### config.mk
export PLATFORM = sky130hd
export DESIGN_NAME = stepper_rpm_to_pulse_period_core
export DESIGN_NICKNAME = d
export VERILOG_FILES = /design/src/hw/rtl/srpp_pkg.sv /design/src/hw/rtl/stepper_rpm_to_pulse_period_core.sv
export SDC_FILE = /design/constraint.sdc
export NUM_CORES = 2
export LEC_CHECK = 0
export BUFFER_PORTS_ARGS = -buffer_cell sky130_fd_sc_hd__buf_2
export CAP_MARGIN = 10
export CORE_MARGIN = 2
export CORE_UTILIZATION = 40
export CTS_CLUSTER_SIZE = 8
export DETAILED_ROUTE_END_ITERATION = 16
export GPL_ROUTABILITY_DRIVEN = 0
export PLACE_DENSITY = 0.57
export SETUP_SLACK_MARGIN = 0.02
export SLEW_MARGIN = 30
export SYNTH_ARGS = -nofsm -noshare
export SYNTH_HDL_FRONTEND = slang
export SYNTH_SLANG_ARGS = --single-unit
export TNS_END_PERCENT = 50
### constraint.sdc
create_clock -name clk -period 28.2 [get_ports clk]
set_input_delay 5.64 -clock clk [delete_from_list [all_inputs] [get_ports clk]]
set_output_delay 5.64 -clock clk [all_outputs]
set_load 0.02 [all_outputs]
### src/hw/rtl/srpp_pkg.sv
`timescale 1ns / 1ps
// ----------------------------------------------------------------------------
// srpp_pkg
// Shared types, register indexes and constants for the stepper speed to
// step-timer period converter.
// ----------------------------------------------------------------------------
package srpp_pkg;

  // Configuration register indexes
  typedef enum logic [1:0] {
    REG_MICROSTEPS    = 2'd0,
    REG_MAX_STEP_FREQ = 2'd1,
    REG_MIN_STEP_FREQ = 2'd2,
    REG_TICK_RATE     = 2'd3
  } cfg_reg_t;

  localparam int CFG_INDEX_W = 2;
  localparam int CFG_DATA_W  = 24;

  // Field widths
  localparam int SPEED_W     = 16;
  localparam int MICROSTEP_W = 9;
  localparam int FREQ_W      = 16;
  localparam int TICK_W      = 24;
  localparam int TOP_W       = 16;
  localparam int RPM_W       = 16;

  // Register reset values
  localparam logic [MICROSTEP_W-1:0] MICROSTEPS_RST    = 9'd1;
  localparam logic [FREQ_W-1:0]      MAX_STEP_FREQ_RST = 16'd6900;
  localparam logic [FREQ_W-1:0]      MIN_STEP_FREQ_RST = 16'd40;
  localparam logic [TICK_W-1:0]      TICK_RATE_RST     = 24'd2000000;

  // speed * 200 * microsteps / (60 * 16) = speed * microsteps * 5 / 24.
  // The /8 is a shift, the /3 a reciprocal multiply that is exact for
  // any 25-bit operand.
  localparam int                 PROD_W      = SPEED_W + MICROSTEP_W;
  localparam int                 SCALED_W    = 25;
  localparam int                 DIV3_SHIFT  = 25;
  localparam logic [SCALED_W-1:0] DIV3_RECIP = 25'h0AAAAAB;
  localparam int                 RAW_FREQ_W  = 23;

  // Restoring dividers: one quotient bit per step
  localparam int DIVIDEND_W          = 24;
  localparam int DIVISOR_W           = 16;
  localparam int DIV_STEPS_PER_STAGE = 3;
  localparam int DIV_STAGES          = DIVIDEND_W / DIV_STEPS_PER_STAGE;

  typedef struct packed {
    logic [DIVISOR_W-1:0]  rem;
    logic [DIVIDEND_W-1:0] dq;   // dividend bits shift out, quotient bits shift in
  } div_lane_t;

  typedef struct packed {
    logic [FREQ_W-1:0] freq;
    div_lane_t         top;
    div_lane_t         rpm;
  } div_stage_t;

  // One restoring division step. A zero divisor yields all-ones quotient bits.
  function automatic div_lane_t div_step(div_lane_t lane, logic [DIVISOR_W-1:0] divisor);
    logic [DIVISOR_W:0] trial;
    div_lane_t          res;
    trial  = {lane.rem, lane.dq[DIVIDEND_W-1]};
    res.dq = {lane.dq[DIVIDEND_W-2:0], 1'b0};
    if (trial >= {1'b0, divisor}) begin
      res.rem   = DIVISOR_W'(trial - {1'b0, divisor});
      res.dq[0] = 1'b1;
    end else begin
      res.rem = trial[DIVISOR_W-1:0];
    end
    return res;
  endfunction

endpackage

### src/hw/rtl/stepper_rpm_to_pulse_period_core.sv
`timescale 1ns / 1ps
// ----------------------------------------------------------------------------
// stepper_rpm_to_pulse_period_core
// Converts a requested speed in 1/16 rpm to a clamped step frequency, a
// timer top and compare count, and the whole rpm achieved.
// ----------------------------------------------------------------------------
// Usage: one transaction enters per cycle unless a stall has backed up to
// the input, and results leave in order. Two 24-bit restoring dividers
// (timer top and achieved rpm) resolve three quotient bits per stage over
// eight stages; four stages of frequency arithmetic and one stage that loads
// the divider lanes come before them, and a saturation stage after. A
// stalled output backs up only through full stages, so bubbles are squeezed
// out.
// Configuration is applied directly and must be written while idle.
module stepper_rpm_to_pulse_period_core (
  input  logic                             clk,
  input  logic                             rst,
  input  logic                             cfg_write,
  input  logic [srpp_pkg::CFG_INDEX_W-1:0] cfg_index,
  input  logic [srpp_pkg::CFG_DATA_W-1:0]  cfg_data,
  input  logic                             in_valid,
  output logic                             in_stall,
  input  logic [srpp_pkg::SPEED_W-1:0]     speed_request,
  output logic                             out_valid,
  input  logic                             out_stall,
  output logic [srpp_pkg::FREQ_W-1:0]      step_freq,
  output logic [srpp_pkg::TOP_W-1:0]       period_top,
  output logic [srpp_pkg::TOP_W-2:0]       compare_half,
  output logic [srpp_pkg::RPM_W-1:0]       actual_rpm
);
  import srpp_pkg::*;

  // Configuration registers
  logic [MICROSTEP_W-1:0] microsteps;
  logic [FREQ_W-1:0]      max_step_freq;
  logic [FREQ_W-1:0]      min_step_freq;
  logic [TICK_W-1:0]      tick_rate;
  logic [DIVISOR_W-1:0]   rpm_divisor;

  // Front stages
  logic                   s1_valid, s1_ready;
  logic [PROD_W-1:0]      s1_prod;
  logic                   s2_valid, s2_ready;
  logic [SCALED_W-1:0]    s2_scaled;
  logic                   s3_valid, s3_ready;
  logic [RAW_FREQ_W-1:0]  s3_raw;
  logic                   s4_valid, s4_ready;
  logic [FREQ_W-1:0]      s4_freq;
  logic                   s5_valid, s5_ready;
  div_stage_t             s5_data;

  logic [PROD_W+2:0]      times5;
  logic [2*SCALED_W-1:0]  recip_prod;
  logic [FREQ_W-1:0]      freq_capped;
  logic [FREQ_W+1:0]      freq_times3;

  // Divider stages
  logic                   div_valid [DIV_STAGES];
  logic                   div_ready [DIV_STAGES];
  div_stage_t             div_data  [DIV_STAGES];

  logic                   out_ready;

  // Write configuration registers
  always_ff @(posedge clk) begin
    if (rst) begin
      microsteps    <= MICROSTEPS_RST;
      max_step_freq <= MAX_STEP_FREQ_RST;
      min_step_freq <= MIN_STEP_FREQ_RST;
      tick_rate     <= TICK_RATE_RST;
    end else if (cfg_write) begin
      case (cfg_reg_t'(cfg_index))
        REG_MICROSTEPS:    microsteps    <= cfg_data[MICROSTEP_W-1:0];
        REG_MAX_STEP_FREQ: max_step_freq <= cfg_data[FREQ_W-1:0];
        REG_MIN_STEP_FREQ: min_step_freq <= cfg_data[FREQ_W-1:0];
        REG_TICK_RATE:     tick_rate     <= cfg_data[TICK_W-1:0];
        default: ;
      endcase
    end
  end

  // Pulses per revolution over 60 seconds: 200 * microsteps / 60 = 10 * microsteps / 3
  assign rpm_divisor = DIVISOR_W'({microsteps, 3'b000}) + DIVISOR_W'({microsteps, 1'b0});

  // Stage handshake: a stage takes new data when empty or when it drains
  assign out_ready = !out_valid || !out_stall;
  assign s5_ready  = !s5_valid || div_ready[0];
  assign s4_ready  = !s4_valid || s5_ready;
  assign s3_ready  = !s3_valid || s4_ready;
  assign s2_ready  = !s2_valid || s3_ready;
  assign s1_ready  = !s1_valid || s2_ready;
  assign in_stall  = !s1_ready;

  // Stage 1: speed times microsteps
  always_ff @(posedge clk) begin
    if (rst) begin
      s1_valid <= 1'b0;
    end else if (s1_ready) begin
      s1_valid <= in_valid;
    end
    if (s1_ready && in_valid) begin
      s1_prod <= PROD_W'(speed_request) * PROD_W'(microsteps);
    end
  end

  // Stage 2: times five, divide by eight
  assign times5 = {3'b000, s1_prod} + {1'b0, s1_prod, 2'b00};

  always_ff @(posedge clk) begin
    if (rst) begin
      s2_valid <= 1'b0;
    end else if (s2_ready) begin
      s2_valid <= s1_valid;
    end
    if (s2_ready && s1_valid) begin
      s2_scaled <= times5[PROD_W+2:3];
    end
  end

  // Stage 3: divide by three through the reciprocal
  assign recip_prod = (2*SCALED_W)'(s2_scaled) * (2*SCALED_W)'(DIV3_RECIP);

  always_ff @(posedge clk) begin
    if (rst) begin
      s3_valid <= 1'b0;
    end else if (s3_ready) begin
      s3_valid <= s2_valid;
    end
    if (s3_ready && s2_valid) begin
      s3_raw <= recip_prod[DIV3_SHIFT +: RAW_FREQ_W];
    end
  end

  // Stage 4: clamp to the maximum, then the minimum wins
  assign freq_capped = (s3_raw > RAW_FREQ_W'(max_step_freq)) ? max_step_freq
                                                             : s3_raw[FREQ_W-1:0];

  always_ff @(posedge clk) begin
    if (rst) begin
      s4_valid <= 1'b0;
    end else if (s4_ready) begin
      s4_valid <= s3_valid;
    end
    if (s4_ready && s3_valid) begin
      s4_freq <= (freq_capped < min_step_freq) ? min_step_freq : freq_capped;
    end
  end

  // Stage 5: load both divider lanes
  assign freq_times3 = {2'b00, s4_freq} + {1'b0, s4_freq, 1'b0};

  always_ff @(posedge clk) begin
    if (rst) begin
      s5_valid <= 1'b0;
    end else if (s5_ready) begin
      s5_valid <= s4_valid;
    end
    if (s5_ready && s4_valid) begin
      s5_data.freq    <= s4_freq;
      s5_data.top.rem <= '0;
      s5_data.top.dq  <= DIVIDEND_W'(tick_rate);
      s5_data.rpm.rem <= '0;
      s5_data.rpm.dq  <= DIVIDEND_W'(freq_times3);
    end
  end

  // Divider stages: advance both quotients three bits per stage
  for (genvar g = 0; g < DIV_STAGES; g++) begin : g_div
    logic       prev_valid;
    div_stage_t prev_data;
    div_stage_t step_data;

    if (g == 0) begin : g_first
      assign prev_valid = s5_valid;
      assign prev_data  = s5_data;
    end else begin : g_rest
      assign prev_valid = div_valid[g-1];
      assign prev_data  = div_data[g-1];
    end

    if (g == DIV_STAGES - 1) begin : g_last_rdy
      assign div_ready[g] = !div_valid[g] || out_ready;
    end else begin : g_mid_rdy
      assign div_ready[g] = !div_valid[g] || div_ready[g+1];
    end

    always_comb begin
      step_data = prev_data;
      for (int s = 0; s < DIV_STEPS_PER_STAGE; s++) begin
        step_data.top = div_step(step_data.top, step_data.freq);
        step_data.rpm = div_step(step_data.rpm, rpm_divisor);
      end
    end

    always_ff @(posedge clk) begin
      if (rst) begin
        div_valid[g] <= 1'b0;
      end else if (div_ready[g]) begin
        div_valid[g] <= prev_valid;
      end
      if (div_ready[g] && prev_valid) begin
        div_data[g] <= step_data;
      end
    end
  end

  // Output stage: saturate quotients and hold until taken
  always_ff @(posedge clk) begin
    if (rst) begin
      out_valid <= 1'b0;
    end else if (out_ready) begin
      out_valid <= div_valid[DIV_STAGES-1];
    end
    if (out_ready && div_valid[DIV_STAGES-1]) begin
      step_freq <= div_data[DIV_STAGES-1].freq;
      if (|div_data[DIV_STAGES-1].top.dq[DIVIDEND_W-1:TOP_W]) begin
        period_top   <= '1;
        compare_half <= '1;
      end else begin
        period_top   <= div_data[DIV_STAGES-1].top.dq[TOP_W-1:0];
        compare_half <= div_data[DIV_STAGES-1].top.dq[TOP_W-1:1];
      end
      if (|div_data[DIV_STAGES-1].rpm.dq[DIVIDEND_W-1:RPM_W]) begin
        actual_rpm <= '1;
      end else begin
        actual_rpm <= div_data[DIV_STAGES-1].rpm.dq[RPM_W-1:0];
      end
    end
  end

endmodule

# After elaboration in Yosys (flattened, before gate mapping)
# Memory sizes are Yosys's and may differ from the RTL's.
# Cells that the tools add are included.
word_totals:
  regBits: 281
  mem_bits_ro: 0
  latch_bits: 0
  input_bits: 47
  memories: 2
  ramBits: 776
  word_cells: 336
memory_table:
  columns: ["name", "words", "word_bits", "read_ports", "rd_ports_with_merged_regs", "write_ports", "line_no", "text"]
  rows:
  - ["div_data", 8, 96, 8, 0, 8, "stepper_rpm_to_pulse_period_core.sv:60", "div_stage_t div_data [DIV_STAGES];"]
  - ["div_valid", 8, 1, 8, 0, 8, "stepper_rpm_to_pulse_period_core.sv:58", "logic div_valid [DIV_STAGES];"]
op_classes:
  n_addsub: 51
  n_bitwise: 8
  n_eq_ne: 3
  div_mod_pow: 0
  n_lt_le_gt_ge: 50
  muxes: 148
  reduce_logical: 51
  multipliers: 2
  shift: 0
op_table:
  columns: ["cell", "count"]
  rows:
  - ["$mux 16", 50]
  - ["$ge 17x13->1", 23]
  - ["$ge 17x16->1", 23]
  - ["$sub 16x13->16", 23]
  - ["$sub 16x16->16", 23]
  - ["$mux 1", 98]
  - ["$mul 25x24->48 const B", 1]
  - ["$add 25x27->28", 1]
  - ["$mul 16x9->25", 1]
  - ["$gt 23x16->1", 1]
  - ["$add 16x17->18", 1]
  - ["$ge 1x16->1", 1]
  - ["$logic_not 1->1", 16]
  - ["$lt 16x16->1", 1]
  - ["$reduce_or 8->1", 2]
  - ["$sub 1x16->16", 1]
  - ["$logic_and 1x1->1", 14]
  - ["$logic_or 1x1->1", 14]
  - ["$sub 1x13->14 const A", 1]
  - ["$add 12x10->13", 1]
  - ["$ge 1x13->1 const A", 1]
  - ["$or 1x1->1", 8]
  - ["$reduce_and 2->1", 4]
  - ["$eq 2x2->1 const B", 2]
  - ["other kinds (2)", 2]

# Longest topological paths before layout
depth:
  ltp_word: 16
  mapped_depth: 50

# Least setup slack after synthesis
# OpenSTA, ideal clock, no wires.
synth_timing:
  kind: "input-to-reg"
  from: "input out_stall"
  to: "memory div_data[0][192] in the netlist's numbering (enable)"
  setup_ps: 695
  cell_stages: 5
  slack_ps: 14452
  arrival_time_ps: 13053
  n_path_buf: 1
  path_cell_list: "nand4_1 > nor2_1 > and2_1 > clkbuf_1 > a21boi_0"
synth_rtl:
  columns: ["item", "line_no", "text"]
  rows:
  - ["from (decl)", "stepper_rpm_to_pulse_period_core.sv:25", "input logic out_stall,"]
  - ["to (decl)", "stepper_rpm_to_pulse_period_core.sv:60", null]

# Worst setup path after layout
layout_timing:
  from: "input out_stall"
  to: "output in_stall"
layout_via:
  elab_chain_len: 16
layout_lines:
  columns: ["item", "line_no", "text"]
  rows:
  - ["$logic_not 1->1", "stepper_rpm_to_pulse_period_core.sv:86", "assign out_ready = !out_valid || !out_stall;"]
  - ["$logic_or 1x1->1", "stepper_rpm_to_pulse_period_core.sv:86", null]
  - ["$logic_or 1x1->1", "stepper_rpm_to_pulse_period_core.sv:182", "assign div_ready[g] = !div_valid[g] || out_ready;"]
  - ["$logic_or 1x1->1 (7 in a row)", "stepper_rpm_to_pulse_period_core.sv:184", "assign div_ready[g] = !div_valid[g] || div_ready[g+1];"]
  - ["$logic_or 1x1->1", "stepper_rpm_to_pulse_period_core.sv:87", "assign s5_ready = !s5_valid || div_ready[0];"]
  - ["$logic_or 1x1->1", "stepper_rpm_to_pulse_period_core.sv:88", "assign s4_ready = !s4_valid || s5_ready;"]
  - ["$logic_or 1x1->1", "stepper_rpm_to_pulse_period_core.sv:89", "assign s3_ready = !s3_valid || s4_ready;"]
  - ["$logic_or 1x1->1", "stepper_rpm_to_pulse_period_core.sv:90", "assign s2_ready = !s2_valid || s3_ready;"]
  - ["$logic_or 1x1->1", "stepper_rpm_to_pulse_period_core.sv:91", "assign s1_ready = !s1_valid || s2_ready;"]
  - ["$logic_not 1->1", "stepper_rpm_to_pulse_period_core.sv:92", "assign in_stall = !s1_ready;"]
  - ["to (decl)", "stepper_rpm_to_pulse_period_core.sv:22", "output logic in_stall,"]
# Every way passes these cells.

==> results.env <==
MAX-VDD-IR-DROP_V=0.000710
POST-SYNTH-TOP-AREA-CELL='sky130_fd_sc_hd__edfxtp_1'
P_LEAK_nW=38.5
FIRST_PASS_GRT_WIRE_LENGTH_UM=337000
NNETSFINAL=9922
SYN-CELL-AREA_UM2=83800
TIMING.FINAL.CRIT_PERIOD_NS=14.27
DPL_CELL_AREA_UM2=87800
SYN_INST=8351
CLK_LATENCY_NS=0.81
FINALCOREUTILIZATION_PCT=44.2
SETUP_REPAIR_AFTER_GLOBAL_ROUTING_MISSED_ITS_MARGIN='false'
SKEW_NS=0.0496
CLK_TRANSITION_REPORTED_PATHS_NS=0.04
MAX_CLOCK_FREQ_MHz=70.1
DRTPASS1ITERATIONS=6
PORT_BUFFERS=111
FINAL_LAYOUT_SIZE_SUFFIX_GT1_SHARE_PCT=9.01
POSTSYNTH.ASYNCRESETSHARE_PCT=0
MAPPEDNETLISTNETS=9770
SYNTH_TOP_FLOP_CELL='sky130_fd_sc_hd__edfxtp_1'
POWER.DENSITY_CELL_AREA_nW_PER_UM2=128
POSTCTSRESIZEDCELLS=0
DESIGN_POWER_TOTAL_mW=11.8
FLOORPLAN.DIE_AREA_UM2=213000
WORST_SLEW_PIN_SLEW_NS=0.981
ROUTED_WIRELENGTH_UM=213000
CORE_UM2=209000
CTS_TREE='done'
YS_FF_LATCH=997
YOSYSMOSTFREQUENTCELL='sky130_fd_sc_hd__ha_1'
GROUTE.USAGE.OVERALL_PCT=20.0
FINALHOLDWORSTSLACK_NS=0.382
DIE_H_UM=462
CTSLONGESTPATHBUFFERS=3
POST_SYNTH_NUM_CELL_TYPES=114
GRT_MAX_DEGREE=81
SYNTHTOPCELLSBYAREA='sky130_fd_sc_hd__edfxtp_1 (33%), sky130_fd_sc_hd__ha_1 (15%), sky130_fd_sc_hd__fa_1 (8.9%)'
SETUP-VIOLATIONS-FINAL=0
CTS.REPAIR_TIMING.SETUP_BUFFER_COUNT=0
TIMING.REG2REG.WORST_PATH_DEPTH=39
TIMING.CRITICAL_PATH.REQUIRED_NS=22.56
VIAS_PER_CELL=5.36
NUM_VIAS=61100
NUMBER_OF_GLOBAL_ROUTE_VIAS_BEFORE_REPAIR=61200
CHIPWIDTH_UM=462
MET3_USAGE_IN_GLOBAL_ROUTING_PCT=2.61
SETUP.WORST_PATH.START_CLASS='primary input'
PLACEMENTROWS=168
SYNTHESIS.YOSYS.WARNINGS=0
CTS-BUFFERS-INSERTED=147
USE_MET1_PCT=26.5
ROOT_BUFFER='sky130_fd_sc_hd__clkbuf_16'
HOLDBUFCOUNTCTS=0
LAYOUT-AREA-OVERHEAD-VS-SYNTH_PCT=10.2
FF2FF_SETUP_SLACK_NS=16.03
WHS_PATH_DEPTH=0
FIRST_ITER_VIOLATIONS=3537
SYNTH_AREA_PER_CELL_UM2=10.0
ANTENNA_FOUND_INITIAL=8
GLOBAL_ROUTE.PEAK_USAGE_LAYER='met2'
TIMING.SETUP.CRITICAL_PATH_CLASS='primary input to primary output'
REGTOREGENDPOINT='div_data[1][218]'
FINAL_HOLD_VIOL_COUNT=0
TIMING.CRITICAL_PATH.TO='in_stall'
NUMBER_OF_NETS_WITH_ANTENNA_VIOLATIONS_AFTER_DETAILED_ROUTING=0
LAYOUT.CELL_AREA.NON_FILLER_UM2=92400
SYNTH_EDF_COUNT=926
CLOCK-SINKS=997
NUMBER_OF_DRC_VIOLATIONS_AFTER_DETAILED_ROUTING=0
MIN_PERIOD_OVER_PERIOD_PCT=50.6
WORSTPATHARRIVAL_NS=8.63
DETAILEDPLACEMENTHPWL_UM=166000
SLEW-LIMIT-HEADROOM_PCT=34.2
MET2_USAGE_GRT_PCT=33.2
WORSTREG2REGSTART='microsteps[6]'
WL_PER_CELL_UM=18.7
TIMING.MAX_CAP.VIOLATIONS=0
SEQUENTIAL_CELL_AREA_FRACTION_IN_THE_YOSYS_REPORT_PCT=34.9
HOLD_PATH.CLASS='flip-flop to flip-flop'
SYNTH_TOP_AREA_SHARE_PCT=33.2
IO_PINS=112
CTSHTREEMAXLEVEL=4
TIMING_MAX_TRANSITION_VIOLATIONS_FINAL=0
WORSTSETUPENDPOINTTYPE='primary output'
STARTING_DENSITY_OF_THE_CORE_PCT=40.1
CRITICAL_PATH.STARTPOINT='out_stall'
GRT_OVERFLOW_TOTAL=0
FINALSETUPTNS_NS=0
LAUNCH_INSTANCE_OF_THE_WORST_MIN_DELAY_PATH='div_data[1][370]'
SYNTH.TOP_CELLS.BY_COUNT='sky130_fd_sc_hd__ha_1 (1,001), sky130_fd_sc_hd__inv_1 (971), sky130_fd_sc_hd__edfxtp_1 (926), sky130_fd_sc_hd__nand2_1 (663), sky130_fd_sc_hd__nor2_1 (552)'
WORST-PATH-MAX-FANOUT=7
RUN_STATUS='finished, final reports clean'
==> logic make-up (layout without fill, tap and decap cells) <==
family	Yosys count	in the layout	synth area share, %
AO/OA/AOI/OAI	1800	1800	13.6
adder cells (fa/ha/maj)	1381	1381	23.9
XOR/XNOR	492	492	5.14
AND/OR/NAND/NOR	2192	2192	12.7
buffers and inverters	1158	1391	5.30
multiplexers	331	331	4.39
flip-flops	997	997	34.9
other	0	3	0
==> metal layers <==
| metal | wire length (um) | vias up |
|---|---|---|
| li1 | - | 29900 |
| met5 | 34 | - |
| met4 | 7630 | 6 |
| met3 | 8680 | 345 |
| met2 | 100000 | 1299 |
| met1 | 96400 | 29500 |
==> state kept, by name (all words and copies together), names as in the netlist, 8 cells and up <==
register,flops
s4_freq,16
g_div.prev_data,57
s2_scaled,25
s3_raw,23
max_step_freq,16
microsteps,9
tick_rate,24
s1_prod,25
div_data,724
actual_rpm,16
div_valid,8
step_freq,16
period_top,16
min_step_freq,16
==> worst max-delay path, cell delays in order <==
cell	delay [ns]
sky130_fd_sc_hd__buf_2	0.14
sky130_fd_sc_hd__nand4_1	0.21
sky130_fd_sc_hd__nor2_1	0.52
sky130_fd_sc_hd__and2_1	0.49
sky130_fd_sc_hd__nand3_1	0.15
sky130_fd_sc_hd__nor2_1	0.25
sky130_fd_sc_hd__nand2_1	0.13
sky130_fd_sc_hd__nor2_1	0.20
sky130_fd_sc_hd__and2_1	0.31
sky130_fd_sc_hd__nand3_1	0.16
sky130_fd_sc_hd__inv_1	0.21
sky130_fd_sc_hd__buf_2	0.21
==> worst min-delay path by stage <==
stage,end
floorplan,div_data[0][100]
global placement,div_data[1][145]
detailed placement,div_data[0][145]
CTS,div_data[0][107]
global route,step_freq[2]
finish,step_freq[2]
==> through the flow <==
stage / cells / setup slack, ns
finish: 11400 / 13.93
floorplan: 8351 / 14.45
global route: 11400 / 13.67
detailed placement: 11200 / 13.90
CTS: 11400 / 13.89
global placement: 11200 / 13.93
==> area by class of cell <==
cell class	instances	area (um^2)
Antenna cell	3	7.51
Clock buffer	205	3920
Clock inverter	25	547
Fill cell	19800	117000
Inverter	983	3690
Multi-Input combinational cell	6196	50400
Sequential cell	997	29200
Tap cell	2805	3510
Timing Repair Buffer	178	1110
==> cells in the final DEF (no fill, tap or decap), types with 68 or more instances in the layout <==
| cell | n |
|---|---|
| sky130_fd_sc_hd__nand2_1 | 663 |
| sky130_fd_sc_hd__a21oi_1 | 532 |
| sky130_fd_sc_hd__inv_1 | 971 |
| sky130_fd_sc_hd__o21a_1 | 92 |
| sky130_fd_sc_hd__xnor2_1 | 364 |
| sky130_fd_sc_hd__a21o_1 | 198 |
| sky130_fd_sc_hd__fa_1 | 371 |
| sky130_fd_sc_hd__buf_2 | 110 |
| sky130_fd_sc_hd__edfxtp_1 | 926 |
| sky130_fd_sc_hd__xor2_1 | 123 |
| sky130_fd_sc_hd__nor2b_1 | 127 |
| sky130_fd_sc_hd__a21boi_0 | 98 |
| sky130_fd_sc_hd__dfxtp_1 | 68 |
| sky130_fd_sc_hd__nand4_1 | 133 |
| sky130_fd_sc_hd__clkbuf_16 | 147 |
| sky130_fd_sc_hd__o21ai_0 | 419 |
| sky130_fd_sc_hd__nor3_1 | 137 |
| sky130_fd_sc_hd__nand3_1 | 84 |
| sky130_fd_sc_hd__nor2_1 | 549 |
| sky130_fd_sc_hd__and2_1 | 88 |
| sky130_fd_sc_hd__ha_1 | 1001 |
| sky130_fd_sc_hd__mux2_2 | 260 |
| sky130_fd_sc_hd__nand2b_1 | 97 |
==> power breakdown <==
part	internal [mW]	switching, mW
Combinational	3.49	4.56
Sequential	2.01	0.0497
Clock	0.991	0.675
Note: power is estimated with default switching activity, not from simulation.
